## config.mk

```make
export PLATFORM = sky130hd
export DESIGN_NAME = slse_cell
export DESIGN_NICKNAME = d
export VERILOG_FILES = /design/src/design/slse_pkg.sv /design/src/design/slse_cell.sv
export SDC_FILE = /design/constraint.sdc
export NUM_CORES = 1
export LEC_CHECK = 0
export CORE_MARGIN = 3
export CORE_UTILIZATION = 55
export DETAILED_ROUTE_END_ITERATION = 8
export DONT_BUFFER_PORTS = 1
export PLACE_DENSITY = 0.79
export SLEW_MARGIN = 10
export SYNTH_ARGS = -nofsm -noshare
export SYNTH_HDL_FRONTEND = slang
export SYNTH_SLANG_ARGS = --single-unit
export TNS_END_PERCENT = 50
```

## constraint.sdc

```tcl
create_clock -name clk -period 4.8 [get_ports clk]
set_input_delay 0.24 -clock clk [delete_from_list [all_inputs] [get_ports clk]]
set_output_delay 0.24 -clock clk [all_outputs]
set_load 0.05 [all_outputs]
```

## src/design/slse_pkg.sv

```systemverilog
`timescale 1ns / 1ps
package slse_pkg;

  localparam logic [1:0] OP_INSERT = 2'd0;
  localparam logic [1:0] OP_SEARCH = 2'd1;
  localparam logic [1:0] OP_DELETE = 2'd2;

  localparam logic [1:0] ST_OK      = 2'd0;
  localparam logic [1:0] ST_DUP     = 2'd1;
  localparam logic [1:0] ST_MISSING = 2'd2;
  localparam logic [1:0] ST_FULL    = 2'd3;

  typedef struct packed {
    logic [1:0]         req_type;
    logic signed [31:0] value;
  } req_t;

  typedef struct packed {
    logic [1:0] status;
    logic [6:0] stored_count;
  } rsp_t;

  typedef struct packed {
    logic               active;
    logic [1:0]         op;
    logic               full;
    logic               hit;
    logic               placed;
    logic signed [31:0] value;
  } tok_t;

endpackage

```

## src/design/slse_cell.sv

```systemverilog
`timescale 1ns / 1ps
module slse_cell (
  input  logic                clk,
  input  logic                rst,
  input  logic                en,
  input  slse_pkg::tok_t      tok_in,
  input  logic                nbr_valid,
  input  logic signed [31:0]  nbr_value,
  output slse_pkg::tok_t      tok_out,
  output logic                valid,
  output logic signed [31:0]  value
);
  import slse_pkg::*;

  tok_t               tok_next;
  logic               valid_next;
  logic signed [31:0] value_next;
  logic               match;

  assign match = valid && (value == tok_in.value);

  always_comb begin
    tok_next   = tok_in;
    valid_next = valid;
    value_next = value;
    if (tok_in.active) begin
      case (tok_in.op)
        OP_INSERT: begin
          if (tok_in.full) begin
            if (match) tok_next.hit = 1'b1;
          end else if (!tok_in.hit && !tok_in.placed) begin
            if (match) begin
              tok_next.hit = 1'b1;
            end else if (!valid) begin
              valid_next      = 1'b1;
              value_next      = tok_in.value;
              tok_next.placed = 1'b1;
            end else if (value > tok_in.value) begin
              // swap: keep the smaller value, carry the displaced one on
              value_next     = tok_in.value;
              tok_next.value = value;
            end
          end
        end
        OP_SEARCH: begin
          if (match) tok_next.hit = 1'b1;
        end
        OP_DELETE: begin
          if (tok_in.hit || match) begin
            valid_next   = nbr_valid;
            value_next   = nbr_value;
            tok_next.hit = 1'b1;
          end
        end
        default: begin
        end
      endcase
    end
  end

  always_ff @(posedge clk) begin
    if (rst) begin
      valid   <= 1'b0;
      tok_out <= '0;
    end else if (en) begin
      valid   <= valid_next;
      tok_out <= tok_next;
    end
  end

  always_ff @(posedge clk) begin
    if (en) begin
      value <= value_next;
    end
  end

endmodule
```

# Word level (Yosys, flattened, before mapping)
# Cells that the tools add are included.
# word_totals
ff_bits	71
out_inout_bits	71
# op_classes
order_cmp	1
n_eq_ne	8
n_mux	24
n_reduce_logical	9
# ops
cell	count
$mux 32	8
$mux 33	3
$mux 34	2
$pmux 32 s2	1
$eq 32x32->1	1
$gt 32x32->1	1
$mux 1	8
$ne 2x2->1 const B	4
$reduce_and 8->1	1
$reduce_and 7->1	1
$ne 3x3->1 const B	1
$pmux 1 s3	1
$eq 2x1->1 const B	1
$eq 2x2->1 const B	1
$logic_and 1x1->1	2
$logic_not 1->1	2
$logic_not 2->1	1
$pmux 1 s2	1
$reduce_bool 2->1	1
$logic_or 1x1->1	1

# Depth between registers and ports, before layout
# Gate-level depths: netlist of the first run.
# logic_depth
ltp_word	8
depth_mapped	10
depth_no_buf	9

# Worst setup path before layout of the first run
# No wires, ideal clock.
# synth_timing
kind	reg-to-reg
startpoint	reg value[14]
endpoint	reg value[0], enable pin
setup_time_ns	0.470
t_arrival_ns	4.553
required_time_ns	4.330
setup_slack_ns	-0.224
stages_incl_launch_ff	9
path_buffers	1
synth_period_minus_slack_ns	5.024
cell_sequence	edfxtp_1 -> ha_1 -> nand4_1 -> nor4_2 -> a21boi_2 -> o31a_2 -> o211ai_4 -> buf_2 -> a21boi_0
# synth_between
elab_chain_cells	5
word_cells_on_any_way	8
# synth_lines
item	line	source
from (decl)	slse_cell.sv:11	output logic signed [31:0] value
from (signal assigned)	slse_cell.sv:73	value <= value_next;
parallel branches: the longest is 4 deep, another holds $gt 32x32->1	-	
$reduce_and 8->1 (no line) (*)	-	
# Every way passes the cells marked *.
# A chain may end at the register's enable or synchronous reset.

# Final worst setup path of the first run
# layout_timing
startpoint	reg value[14]
endpoint	reg value[31], enable pin
# The elaborated chain is that of the path after synthesis.

==> summary.txt, run 1 <==
Global routing
  – All-layer global routing usage: 0.267
  – Number of global-route vias before repair: 3527
  – Global Route met2 Usage: 0.446
  – Global route total overflow: 0
  – Gr busiest metal: met2
  – Initial antenna violation count: 0
  – Met3 global-route usage: 0.0708
  – Largest net degree at the start of global routing: 65
  – Met1 usage in global routing: 0.327
  – First-pass GRT wire length: between 15 and 20 mm

CTS
  – Clock-pin slew of the registers on the worst-case setup and hold paths: 0.08 ns
  – # Post-CTS Setup Buffers: 0
  – CTS tree: done
  – Hold buffers post-CTS: 2
  – Clock latency on the worst-skew pair: approximately 0.35 ns
  – Clk buf depth: 2
  – CTS Buf Count: 9
  – CTS HTree Levels: 3
  – TritonCTS Sinks: a little over 70
  – Cells resized by post-CTS repair: 0
  – CTS root buffer: clkbuf_8

Synth
  – Avg Cell Area, Syn: just over 9 um2
  – Dominant cell type by area after synthesis: edfxtp_1
  – Area share of the largest cell type after synthesis: 0.230
  – Yosys warns: 0
  – Synth Cell Area: 4190 um2
  – Post-Syn Nets: 568
  – Area contributors post-synth: edfxtp_1, dfxtp_1, ha_1
  – Post-synth EDFFs: 32
  – Cells after Synth: 462
  – Most frequent cell after synthesis: o21ai_0
  – Async SR Flop Fraction: 0
  – Post-synth top cells: o21ai_0, inv_1, dfxtp_1, nand2_1
  – Main flop type after synthesis: dfxtp_1
  – Register area share after synthesis: 0.416
  – #FFs+latches synth: between 70 and 80
  – Netlist cell types: 40

Run status
  – Outcome: complete, no violations

Critical path
  – Slowest-stage cell, CP: edfxtp_1
  – Critical Path Stages: 8
  – Critical path class: register to register
  – FF-to-FF path depth: 8
  – Slowest stage delay, CP: 0.64 ns
  – CP arrival: 3.63 ns
  – WP buf/inv: 1
  – CP delay by family, top: simple AND/OR/NAND/NOR gates
  – CP startpoint kind: register
  – CP cell instances: ha_1 -> nand4_1 -> nor4_2 -> a41oi_1 -> mux2i_1 -> nor3_1 -> a21boi_4 -> buf_4
  – Worst-path maximum fanout: 19
  – Worst EP required: around 4.8 ns
  – Worst setup EP type: register

Finish
  – Synthesis-to-finish area growth: 7.80%
  – Layout Nets: around 550
  – ANT cells: 0
  – Share of cells above drive strength 1: 0.108

Floorplan
  – Chip height: 93.2 um
  – Chip Width: between 90 and 100 um
  – Core box area: ~7300 um2
  – Initial Util: 0.571
  – # IOs: around 150
  – Die area: ~8700 um2
  – Core Rows: 31

Routing
  – DR pass1 iterations: 5
  – WL per Instance: approximately 21 um
  – DRC: 0
  – Antenna Nets Post-Route: 0
  – Detailed-route via count: approximately 3500
  – DR vias/cell: 6.40
  – Post-Route WL: about 12 mm
  – Initial DRC count: ~180

Placement
  – RD Place Congestion: between 0.8 and 0.9
  – Dpl ws: around 1.2 ns
  – HPWL after detailed placement: a little under 8 mm
  – # port buffers: 0

Power and ir drop
  – VDD IR-drop max: approximately 170 uV
  – Power, Total: 1540 uW
  – P_leak: 0.00179 uW
  – Pwr/cell area: 341 nW/um2

Hold path
  – Min-Delay Path Class: primary input to register
  – Hold Path Cell Cnt: 2

STA
  – Clk_skew: around 0.011 ns
  – Final Hold Fails: 0
  – Fin Setup TNS: 0 ns
  – Slew @ Worst Pin: 0.958 ns
  – RSZ-0062 raised after global routing: no
  – Max Transition Viols Final: 0
  – Fin worst setup slack: about 1.2 ns
  – Max-slew headroom: 0.358
  – FMAX: between 200 and 300 MHz
  – Final Setup Violations: 0
  – Period utilisation layout: 0.747
  – Min Tclk post-route: between 3 and 4 ns

Flow run
  – MaxCap Viol Count: 0
-- cells by family (layout without fill, tap and decap cells) --
logic type | after synthesis | after routing | synth area share
buffers and inverters | 86 | 77 | 0.0828
adders and majority gates | 32 | 32 | 0.0957
DFF | 71 | 71 | 0.416
and+or+nand+nor | 106 | 106 | 0.119
AOI/OAI and AO/OA | 160 | 160 | 0.269
muxes | 7 | 7 | 0.0173
-- worst paths after layout --
path / start / to / slack, ns
min: rst / tok_out[8] / 0.04
max reg2reg: value[14] / value[31] / 1.21
min reg2reg: tok_out[33] / tok_out[33] / 0.73
max: value[14] / value[31] / 1.21
-- layout make-up --
class / instances / area (um2)
Fill cell: 623 / 2820
Sequential cell: 71 / 1740
Timing Repair Buffer: 7 / 67.6
Tap cell: 99 / 124
Inverter: 54 / 203
Clock buffer: 11 / 151
Multi-Input combinational cell: 305 / 2120
Clock inverter: 5 / 104
-- flip-flops by register name, summed over array words and instances, names as in the netlist --
name     count
value       32
valid        1
tok_out     38
-- power breakdown --
| group | total, uW | switching (uW) | internal, uW |
|---|---|---|---|
| Clock | 611 | 237 | 374 |
| Sequential | 768 | 108 | 660 |
| Combinational | 161 | 97.3 | 63.7 |
| Total | 1540 | 442 | 1100 |
-- worst register-to-register path: cells and delay by family (launching register included) --
kind                     cells  cell delay, ns
AND/OR/NAND/NOR              3            0.91
AO/OA/AOI/OAI                2            0.72
flip-flops                   1            0.64
adder cells (fa/ha/maj)      1            0.44
buffers and inverters        1            0.39
multiplexers                 1            0.17
-- cells in the final DEF, fill, tap and decap left out, types with 2 or more instances in the layout --
cell / synthesis / routed
a21oi_1: 13 / 13
dfxtp_1: 39 / 39
bufinv_16: 0 / 3
a211oi_1: 4 / 4
ha_1: 32 / 32
mux2_2: 2 / 2
a21o_1: 4 / 4
nand4_1: 19 / 19
inv_1: 54 / 54
nand2b_1: 3 / 3
nor2b_1: 4 / 3
nor4_1: 2 / 2
nand3_1: 4 / 4
o21ai_1: 3 / 3
a31oi_1: 13 / 13
nand2_1: 39 / 39
nor3_1: 4 / 3
a211oi_2: 17 / 17
nor2_1: 28 / 28
edfxtp_1: 32 / 32
clkbuf_8: 0 / 11
mux2i_1: 5 / 5
o21ai_0: 64 / 64
o31a_1: 20 / 20
buf_4: 2 / 5
o21bai_1: 12 / 12
-- metal layers --
layer  share of wire  up-vias
li1                -     1639
met1            0.39     1677
met2            0.49      197
met3            0.10       22
met4           0.024        0
met5               0        -
-- through the flow --
stage	std cells	utilization	instance area, um2	hold slack (ns)
3_5_place_dp	534	0.577	4230	0.311
4_1_cts	552	0.615	4510	0.0289
5_1_grt	552	0.615	4510	0.0370
3_3_place_gp	534	0.577	4230	0.309
6_report	552	0.615	4510	0.0441
2_1_floorplan	462	-	4190	0.387
No activity file was read; power rests on OpenSTA's default activity.
==> run 2, diff against run 1 <==
==> constraint.sdc (replaced) <==
create_clock -name clk -period 3.24 [get_ports clk]
set_input_delay 0.162 -clock clk [delete_from_list [all_inputs] [get_ports clk]]
set_output_delay 0.162 -clock clk [all_outputs]
set_load 0.05 [all_outputs]
==> summary.txt, run 2 (synthesized netlist as in run 1, its figures left out) <==
STA
  – Clk_skew: 0.0112 ns (+0.0000303 ns)
  – Fin Setup TNS: 0 ns (unchanged)
  – FMAX: 327 MHz (+17%)
  – Hold WS: 0.00713 ns (-0.0370 ns)
  – Max-slew headroom: 0.343 (-0.0147)
  – RSZ-0062 raised after global routing: no
  – Min Tclk post-route: 3.06 ns (-0.530 ns)
  – Period utilisation layout: 0.944 (+0.196)
  – Slew @ Worst Pin: 0.983 ns (+0.0241 ns)
  – Final Setup Violations: 0 (unchanged)
  – Final Hold Fails: 0 (unchanged)
  – Max Transition Viols Final: 0 (unchanged)

Finish
  – Number of flip-flops in the largest register: 38 (unchanged)
  – Layout Nets: 626 (+13%)
  – Share of cells above drive strength 1: 0.175 (+0.0671)
  – ANT cells: 0 (unchanged)
  – Fill count: 565 (-9.3%)
  – Multi-input gate area: 2140 um2 (+1.0%)
  – Most common cell after layout, fill and taps aside: o21ai_0
  – Synthesis-to-finish area growth: 22.8%
  – Commonest cells after routing, fill and taps aside: o21ai_0, inv_1, buf_4
  – Top Registers: tok_out (38), value (32), valid (1)
  – Reg with most FFs: tok_out
  – Util after Layout: 0.701 (+0.0859)
  – Storage cell area: 1740 um2 (unchanged)

Routing
  – DRC: 0 (unchanged)
  – DR pass1 iterations: 5 (unchanged)
  – Detailed-route via count: 3801 (+7.5%)
  – DR vias/cell: 6.09 (-4.9%)
  – Post-Route WL: 12.0 mm (+4.1%)
  – Initial DRC count: 218 (+19%)
  – Antenna Nets Post-Route: 0 (unchanged)
  – WL per Instance: 19.2 um (-7.9%)

CTS
  – Clock-pin slew of the registers on the worst-case setup and hold paths: 0.08 ns (about the same)
  – Clock latency on the worst-skew pair: 0.34 ns (about the same)
  – Clk buf depth: 2 (unchanged)
  – CTS HTree Levels: 3 (unchanged)
  – TritonCTS Sinks: 71 (unchanged)
  – CTS root buffer: clkbuf_8
  – CTS tree: done
  – CTS Buf Count: 9 (unchanged)

Power and ir drop
  – Flop pwr share: 0.482 (-0.017)
  – P_leak: 0.00213 uW (+19%)
  – VDD IR-drop max: 272 uV (+63%)
  – Power, Total: 2310 uW (+50%)
  – Combinational share of power: 0.140 (+0.035)
  – Sw power: 665 uW (+50%)
  – Int Pwr: 1650 uW (+50%)
  – Clk pwr share: 0.378 (-0.019)
  – Switching share of power: 0.288 (about the same)
  – Pwr/cell area: 450 nW/um2 (+32%)

Global routing
  – Initial antenna violation count: 0 (unchanged)
  – Global route total overflow: 0 (unchanged)
  – Number of global-route vias before repair: 3804 (+7.9%)
  – First-pass GRT wire length: 19.0 mm (+4.8%)
  – Largest net degree at the start of global routing: 54 (-17%)
  – All-layer global routing usage: 0.277 (+0.00995)

Floorplan
  – Core Rows: 31 (unchanged)
  – Core box area: 7330 um2 (unchanged)
  – # IOs: 145 (unchanged)
  – Die area: 8690 um2 (unchanged)
  – Chip Width: 93.2 um (unchanged)
  – Chip height: 93.2 um (unchanged)
  – Initial Util: 0.571 (unchanged)

Critical path
  – Critical path class: register to register
  – CP cell instances: ha_1 -> nand4_1 -> nor4_4 -> a21boi_2 -> o31a_2 -> o211ai_4 -> o31a_1 -> a211oi_1 -> dlygate4sd3_1
  – CP startpoint kind: register
  – Worst setup EP type: register
  – Worst-path maximum fanout: 5 (-14)
  – CP arrival: 3.35 ns (-0.28 ns)
  – R2R Setup Slk: 0.18 ns (-1.03 ns)
  – Slowest-stage cell, CP: dlygate4sd3_1
  – WP buf/inv: 1 (unchanged)
  – CP delay by family, top: compound AO/OA/AOI/OAI gates
  – Worst EP required: 3.53 ns (-1.31 ns)
  – Slowest stage delay, CP: 0.58 ns (-0.06 ns)

Run status
  – Outcome: complete, no violations

Placement
  – RD Place Congestion: 0.829 (+0.88%)
  – HPWL after detailed placement: 8.27 mm (+6.4%)
  – # port buffers: 0 (unchanged)

Hold path
  – Min-Delay Path Class: primary input to register

Flow run
  – MaxCap Viol Count: 0 (unchanged)
==> run 2: changes by cell type in the layout (fill, tap and decap cells not counted) <==
cell and change:
clkinvlp_4 +1, clkbuf_8 -1, nor4_2 -1, clkinv_2 +1
o211ai_2 +1, dlygate4sd3_1 +29, clkinv_4 -1, buf_4 +41
buf_12 +1, nor4_4 +1
==> run 2: power groups by stage <==
stage	Sequential (uW)	Clock [uW]	Combinational (uW)
floorplan	1150	0	204
global placement	1130	0	250
detailed placement	1130	0	260
CTS	1110	879	307
global route	1120	920	358
finish	1110	876	323
==> run 2: through the flow <==
step                cells  instance area (um2)  setup slack, ns
global route          624                 5140           0.0368
detailed placement    571                 4520            0.373
global placement      571                 4520            0.430
CTS                   618                 5080           0.0519
floorplan             462                 4200           0.0628
finish                624                 5140            0.182
==> run 2: layer usage <==
layer	global-route usage	share of wire
met2	0.448	0.47
met4	0.137	0.037
met1	0.346	0.40
met5	0	0
met3	0.0652	0.090
==> run 2: worst paths after layout <==
kind | endpoint | depth (start not counted) | start
setup / recovery | tok_out[3] | 9 | value[11]
hold / removal | value[24] | 2 | nbr_value[24]
setup reg to reg | tok_out[3] | 9 | value[11]
hold reg to reg | tok_out[37] | 2 | tok_out[37]
==> run 2: layout make-up <==
type,instances,area share
Inverter,54,0.0394
Tap cell,99,0.0241
Sequential cell,71,0.339
Clock inverter,6,0.0209
Multi-Input combinational cell,306,0.417
Timing Repair Buffer,78,0.133
Clock buffer,10,0.0268
==> run 2: timing repair <==
item / CTS / global route
endpoints found under the setup margin: 0 / 2
gates resized for setup: 0 / 1
hold buffers: 31 / 0
endpoints found under the hold margin: 43 / 0
buffers inserted: 0 / 5
